## src/lsrc_pkg.sv

```systemverilog
package lsrc_pkg;

  localparam int CW         = 16;
  localparam int EW         = ((2 * CW > 41) ? 2 * CW : 41) + 2;
  localparam int DIV_STEPS  = 2;
  localparam int DIV_STAGES = (2 * CW) / DIV_STEPS;
  localparam int LERP_LAT   = DIV_STAGES + 3;

  typedef logic signed [CW-1:0] coord_t;

  typedef struct packed {
    coord_t start_x;
    coord_t start_y;
    coord_t end_x;
    coord_t end_y;
  } seg_t;

  typedef struct packed {
    logic   visible;
    coord_t clip_start_x;
    coord_t clip_start_y;
    coord_t clip_end_x;
    coord_t clip_end_y;
  } clip_t;

  typedef enum logic [1:0] {
    REG_LEFT   = 2'd0,
    REG_RIGHT  = 2'd1,
    REG_BOTTOM = 2'd2,
    REG_TOP    = 2'd3
  } cfg_reg_e;

endpackage

```

## src/lsrc_lerp.sv

```systemverilog
module lsrc_lerp (
  input  logic            clk,
  input  logic            en,
  input  lsrc_pkg::coord_t a0,
  input  lsrc_pkg::coord_t b0,
  input  lsrc_pkg::coord_t a1,
  input  lsrc_pkg::coord_t b1,
  input  lsrc_pkg::coord_t t,
  output lsrc_pkg::coord_t q
);
  import lsrc_pkg::*;

  localparam logic [EW-1:0] QCAP = EW'(64'd1 << 40);

  typedef struct packed {
    logic [CW-1:0]   rem;
    logic [2*CW-1:0] nq;
    logic [CW-1:0]   d;
    logic            neg;
    logic            zero;
    coord_t          b0;
  } dstage_t;

  typedef struct packed {
    logic [CW-1:0] mdv;
    logic [CW-1:0] mn;
    logic [CW-1:0] md;
    logic          neg;
    logic          zero;
    coord_t        b0;
  } front_t;

  function automatic dstage_t div_step(dstage_t s);
    dstage_t       o;
    logic [CW:0]   tr;
    o = s;
    tr = {s.rem, s.nq[2*CW-1]};
    o.nq = {s.nq[2*CW-2:0], 1'b0};
    if (tr >= {1'b0, s.d}) begin
      tr = tr - {1'b0, s.d};
      o.nq[0] = 1'b1;
    end
    o.rem = tr[CW-1:0];
    return o;
  endfunction

  function automatic dstage_t div_multi(dstage_t s);
    dstage_t o;
    o = s;
    for (int i = 0; i < DIV_STEPS; i++) begin
      o = div_step(o);
    end
    return o;
  endfunction

  // operand prep
  logic signed [CW:0] d, n, dv, dm, nn, nneg, dvneg;
  front_t             fr_next, fr;

  always_comb begin
    d  = {a1[CW-1], a1} - {a0[CW-1], a0};
    n  = {t[CW-1], t} - {a0[CW-1], a0};
    dv = {b1[CW-1], b1} - {b0[CW-1], b0};
    if (d[CW]) begin
      dm = -d;
      nn = -n;
    end else begin
      dm = d;
      nn = n;
    end
    nneg  = -nn;
    dvneg = -dv;
    fr_next.md   = dm[CW-1:0];
    fr_next.mn   = nn[CW] ? nneg[CW-1:0] : nn[CW-1:0];
    fr_next.mdv  = dv[CW] ? dvneg[CW-1:0] : dv[CW-1:0];
    fr_next.neg  = dv[CW] != nn[CW];
    fr_next.zero = (d == '0);
    fr_next.b0   = b0;
  end

  dstage_t dp [DIV_STAGES+1];

  always_ff @(posedge clk) begin
    if (en) begin
      fr <= fr_next;
      dp[0].rem  <= '0;
      dp[0].nq   <= fr.mdv * fr.mn;
      dp[0].d    <= fr.md;
      dp[0].neg  <= fr.neg;
      dp[0].zero <= fr.zero;
      dp[0].b0   <= fr.b0;
      for (int k = 0; k < DIV_STAGES; k++) begin
        dp[k+1] <= div_multi(dp[k]);
      end
    end
  end

  // cap, sign, truncate toward zero
  dstage_t              dl;
  logic [EW-1:0]        qz, qc;
  logic signed [EW-1:0] base;
  coord_t               q_next;

  always_comb begin
    dl   = dp[DIV_STAGES];
    qz   = EW'(dl.nq);
    qc   = (qz > QCAP) ? QCAP : qz;
    base = {{(EW-CW){dl.b0[CW-1]}}, dl.b0};
    if (!dl.neg) begin
      base = base + $signed(qc);
      if (dl.rem != '0 && base < 0) base = base + 1;
    end else begin
      base = base - $signed(qc);
      if (dl.rem != '0 && base > 0) base = base - 1;
    end
    q_next = dl.zero ? dl.b0 : base[CW-1:0];
  end

  always_ff @(posedge clk) begin
    if (en) begin
      q <= q_next;
    end
  end

endmodule

```

## config.mk

```make
export PLATFORM = sky130hd
export DESIGN_NAME = lsrc_lerp
export DESIGN_NICKNAME = d
export VERILOG_FILES = /design/src/lsrc_pkg.sv /design/src/lsrc_lerp.sv
export SDC_FILE = /design/constraint.sdc
export NUM_CORES = 2
export LEC_CHECK = 0
export BUFFER_PORTS_ARGS = -buffer_cell sky130_fd_sc_hd__buf_2
export CAP_MARGIN = 20
export CORE_MARGIN = 2
export CORE_UTILIZATION = 30
export CTS_CLUSTER_DIAMETER = 200
export CTS_CLUSTER_SIZE = 12
export DETAILED_ROUTE_END_ITERATION = 7
export GPL_ROUTABILITY_DRIVEN = 0
export GPL_TIMING_DRIVEN = 0
export PLACE_DENSITY_LB_ADDON = 0.08
export SLEW_MARGIN = 20
export SYNTH_ARGS = -nofsm -noshare
export SYNTH_HDL_FRONTEND = slang
export SYNTH_SLANG_ARGS = --single-unit
export TNS_END_PERCENT = 10
```

## constraint.sdc

```tcl
create_clock -name clk -period 5.67 [get_ports clk]
set_input_delay 1.134 -clock clk [delete_from_list [all_inputs] [get_ports clk]]
set_output_delay 1.134 -clock clk [all_outputs]
set_load 0.03 [all_outputs]
```

# Word level (Yosys, flattened, before mapping)

Memories as Yosys holds them, arrays and structs flattened.
Cells that the tools add are included.

Register bits after elaboration: 82
Memories: 1
Logic and storage cells: 229
ROM bits: 0
Input bits: 82
RAM bits: 1394
Bits in latches: 0

Shifts and indexed selects: 0
Mux-type cells: 138
Multiply operators: 1
Div/mod/pow operators: 0
Equality and inequality tests: 1
Bitwise gates (word level): 0
Reduce and logical (&&, ||, !) cells: 4
Add/sub/neg operators: 43
Order comparisons: 34

Memories:

| name | depth | width | read ports | clocked after Yosys merged registers in | write ports | RTL line        | RTL |
|---|---|---|---|---|---|---|---|
| dp   | 17    | 82    | 17         | 0                                       | 17          | lsrc_lerp.sv:81 | `dstage_t dp [DIV_STAGES+1];` |

Operators with widths:

| kind                                                        | number |
|---|---|
| 2-to-1 mux 16 bit                                           | 71 |
| >= comparator 17 x 16 -> 1 bit                              | 32 |
| subtractor 16 bit                                           | 32 |
| 2-to-1 mux 1 bit                                            | 66 |
| subtractor 16 x 16 -> 17 bit                                | 3 |
| negator 16 bit                                              | 3 |
| adder 16 x 33 -> 34 bit                                     | 1 |
| > comparator 34 x 1 -> 1 bit, second input constant         | 1 |
| less-than comparator 34 x 1 -> 1 bit, second input constant | 1 |
| subtractor 16 x 33 -> 34 bit                                | 1 |
| multiplier 16 x 16 -> 32 bit                                | 1 |
| logical NOT 17 bit                                          | 1 |
| 2-to-1 mux 17 bit                                           | 1 |
| negator 17 bit                                              | 1 |
| adder 16 x 2 -> 16 bit, second input constant               | 1 |
| nonzero test 16 bit                                         | 1 |
| subtractor 16 x 2 -> 16 bit, second input constant          | 1 |
| logical AND 1 bit                                           | 2 |
| != test 1 bit                                               | 1 |

# Logic depth before layout (Yosys ltp)

An unclocked memory read counts as a cell.

Word-level depth: 7
Gate-level depth with buffers: 30
Depth with buffers taken out: 28

# Worst setup path after synthesis

Ideal clock, no wire load.

Path type: register to register
Start: reg fr[55] (netlist bit)
End: mem dp[0][64] (netlist bit), data pin
Path slack: -0.591 ns
Path buffers: 1
Data required time: 5.412 ns
Library setup time: 0.258 ns
Period minus slack after synthesis: 6.261 ns
Stages on the path, launching flop included: 25
Arrival: 6.003 ns
Cell sequence: edfxtp_1 -> clkbuf_1 -> and2_1 -> fa_1 -> inv_1 -> fa_1 -> fa_1 -> inv_1 -> ha_1 -> fa_1 -> inv_1 -> fa_1 -> inv_1 -> ha_1 -> a21o_1 -> a21oi_1 -> nor2b_1 -> or3_1 -> o21ai_0 -> a31oi_1 -> a41oi_1 -> a21oi_1 -> a211o_1 -> a21oi_1 -> xnor2_1

RTL lines:

| what                     | RTL line        | RTL |
|---|---|---|
| start: declaration       | lsrc_lerp.sv:58 | `front_t fr_next, fr;` |
| start signal: assignment | lsrc_lerp.sv:85 | `fr <= fr_next;` |
| end: declaration         | lsrc_lerp.sv:81 |  |

==> impl_metrics.ini <==
[layout]
nNetsFinal = 8908
final_cell_mix = edfxtp_1 (1444), inv_1 (860), ha_1 (688)
area_growth_syn_to_layout_pct = 15.0
layout_commonest_cell = edfxtp_1
drive_above_1_share_pct = 14.9
final_area_mm2 = 0.0998
fill_cells = 28500

[worst_setup_path]
r2r-end = dp[0][65]
cp.arrival_ns = 7.05
endpoint_kind = flip-flop
cp-start-kind = flip-flop
reg2regPathDepth = 26
crit_end = dp[0][65]
worst-setup-path-type = flip-flop to flip-flop
required_ns = 6.24
crit_start = fr[38]
r2r-start = fr[38]
cp_max_fo = 8
r2r_slack_ns = -0.82

[hold_path]
min_path_type = flip-flop to flip-flop

[global_routing]
grt_max_degree = 145
grtUsageTotal_pct = 14.4
grt_pass1_vias = 57200
antenna_found_initial = 13
gr-total-overflow = 0
grt_pass1_wl_um = 333000

[synthesis]
synth-seq-cells = 1444
synth_area_leaders = edfxtp_1 (50%), ha_1 (10%), fa_1 (5.3%), inv_1 (3.9%), mux2_2 (3.6%)
synth.avg_cell_area_um2 = 11.6
async_reset_ff_share_pct = 0
netlist.area_leader.share_pct = 49.9
synth_cells = 7456
synth-main-ff-cell = edfxtp_1
yosysWarnings = 0
syn_area_mm2 = 0.0868
yosysSeqAreaShare_pct = 49.9
yosys.area.top_type = edfxtp_1
synth_edf_count = 1444
synth_cell_types = 99
synth_fp_nets = 8490

[clocking]
clk_pin_slew_worst_paths_ns = 0.08
hold_buffers = 0
numCtsBuffers = 142
clock_latency_ns = 0.82
cts_root_buf = clkbuf_16
cts_sinks = 1444
cts_buffer_depth = 4
cts_tree = done
h-tree-depth = 4

[timing]
period_minus_slack_ns = 6.49
finalMaxSlewViolations = 0
tightest_slew_ns = 1.06
holdWs_ns = 0.393
max_slew_margin_pct = 29.0
setup_ws_ns = -0.817
final_hold_viol_count = 0
clock.fmax_mhz = 154
finalCritPeriodShare_pct = 114
rsz0062_at_grt = true
setup_violations = 121
fin_skew_ns = 0.0479

[detailed_routing]
route.vias.total = 56000
drt-pass1-iter-count = 7
ant_nets = 0
vias_per_cell = 4.80
drt-wirelength-per-cell_um = 18.5
remaining_drc_errors = 0
drtIter0Drc = 3379
totalWireLength_um = 215000

[status]
run_status = complete, but fails checks
violations = negative setup slack

[placement]
portBuffers = 97
dp.final_hpwl_um = 163000
place_ws_ns = -2.28
placement.cell_area_mm2 = 0.0928

[floorplan]
die_h_um = 542
die_x_um = 542
die_area_mm2 = 0.294
io_pins = 98
start_util_pct = 30.2
rows = 197
core_area_mm2 = 0.288

[flow_run]
max-cap-violations = 0
[state kept, by name, indices dropped and copies added (netlist names)]
register and flops:
q 16, dp 1362, fr 66
[timing repair]
item,CTS,global route
hold endpoints to repair,0,0
endpoints found under the setup margin,279,282
pin swaps,95,78
buffers inserted,96,70
gates cloned,0,3
gates resized for setup,473,139
[through the flow]
stage / setup TNS, ns / cells / util (%)
after floorplan: -12.37 / 7456 / -
after global placement: - / 11300 / 32.1
after detailed placement: -460.03 / 11300 / 32.2
after CTS: -33.43 / 11600 / 34.3
after global routing: -108.21 / 11700 / 34.7
final: -17.59 / 11700 / 34.7
[synthesized netlist by cell type, types with 85 or more instances]
library cell and instances:
a21o_1 151, a21oi_1 410, and2_1 151, clkbuf_1 103
edfxtp_1 1444, fa_1 230, ha_1 722, inv_1 893
mux2_2 280, nand2_1 474, nand3_1 85, nand4_1 125
nor2_1 443, nor3_1 111, o21ai_0 332, xnor2_1 353
xor2_1 135
[critical path, stage by stage (launching register included)]
cell and delay, ns:
edfxtp_1 0.51, buf_8 0.20, buf_4 0.15, and2_1 0.16, fa_1 0.48, inv_1 0.05, fa_1 0.49, fa_1 0.50
inv_1 0.05, fa_1 0.47, fa_1 0.50, inv_1 0.06, fa_1 0.53, inv_1 0.06, ha_4 0.29, inv_1 0.06
o21bai_1 0.18, a21oi_2 0.10, o21ai_2 0.20, a41oi_4 0.09, a211oi_4 0.34, a211o_1 0.24, nand2_2 0.07, o21ai_2 0.15
o21a_1 0.16, nor2_2 0.04, xnor2_1 0.11
[how the worst min path moves through the flow]
| stage | slack [ns] | cells past startpoint | end | from |
|---|---|---|---|---|
| 2_1_floorplan | 0.40 | 0 | dp[0][0] | fr[0] |
| 3_3_place_gp | 0.40 | 0 | dp[0][1033] | dp[0][949] |
| 3_5_place_dp | 0.40 | 0 | dp[0][1035] | dp[0][951] |
| 4_1_cts | 0.38 | 0 | dp[0][716] | dp[0][632] |
| 5_1_grt | 0.39 | 0 | dp[0][708] | dp[0][624] |
| 6_report | 0.39 | 0 | dp[0][716] | dp[0][632] |
[per-layer routing]
layer,vias to the layer above,wire length [um],track usage (%)
li1,27600,-,-
met1,27300,100000,19.3
met2,840,102000,24.4
met3,255,8020,1.97
met4,2,5020,3.48
met5,-,11,0
[final cells by class]
cell class                 instances  area [um^2]  area share (%)
sequential                      1444        43400            43.4
multi-input combinational       4975        41300            41.3
antenna                            2         5.00         0.00501
tap                             3781         4730            4.74
inverter                         900         3410            3.41
timing repair buffer             278         2190            2.19
clock buffer                     144         3600            3.61
clock inverter                     9          116           0.117
buffer                           133         1170            1.17
[kinds of logic (layout without fill, tap and decap cells)]
group	Yosys count	after routing	share of synthesized area, %
AO/OA/AOI/OAI	1469	1469	11.0
multiplexers	320	320	4.10
XOR/XNOR	489	489	4.94
flip-flops	1444	1444	49.9
AND/OR/NAND/NOR	1745	1745	9.80
buffers and inverters	1037	1464	4.56
adder cells (fa/ha/maj)	952	952	15.7
other	0	2	0
Power is left out: the tool's default activity adds up to more than one toggle a clock period on the data nets, which glitch-free logic cannot reach.
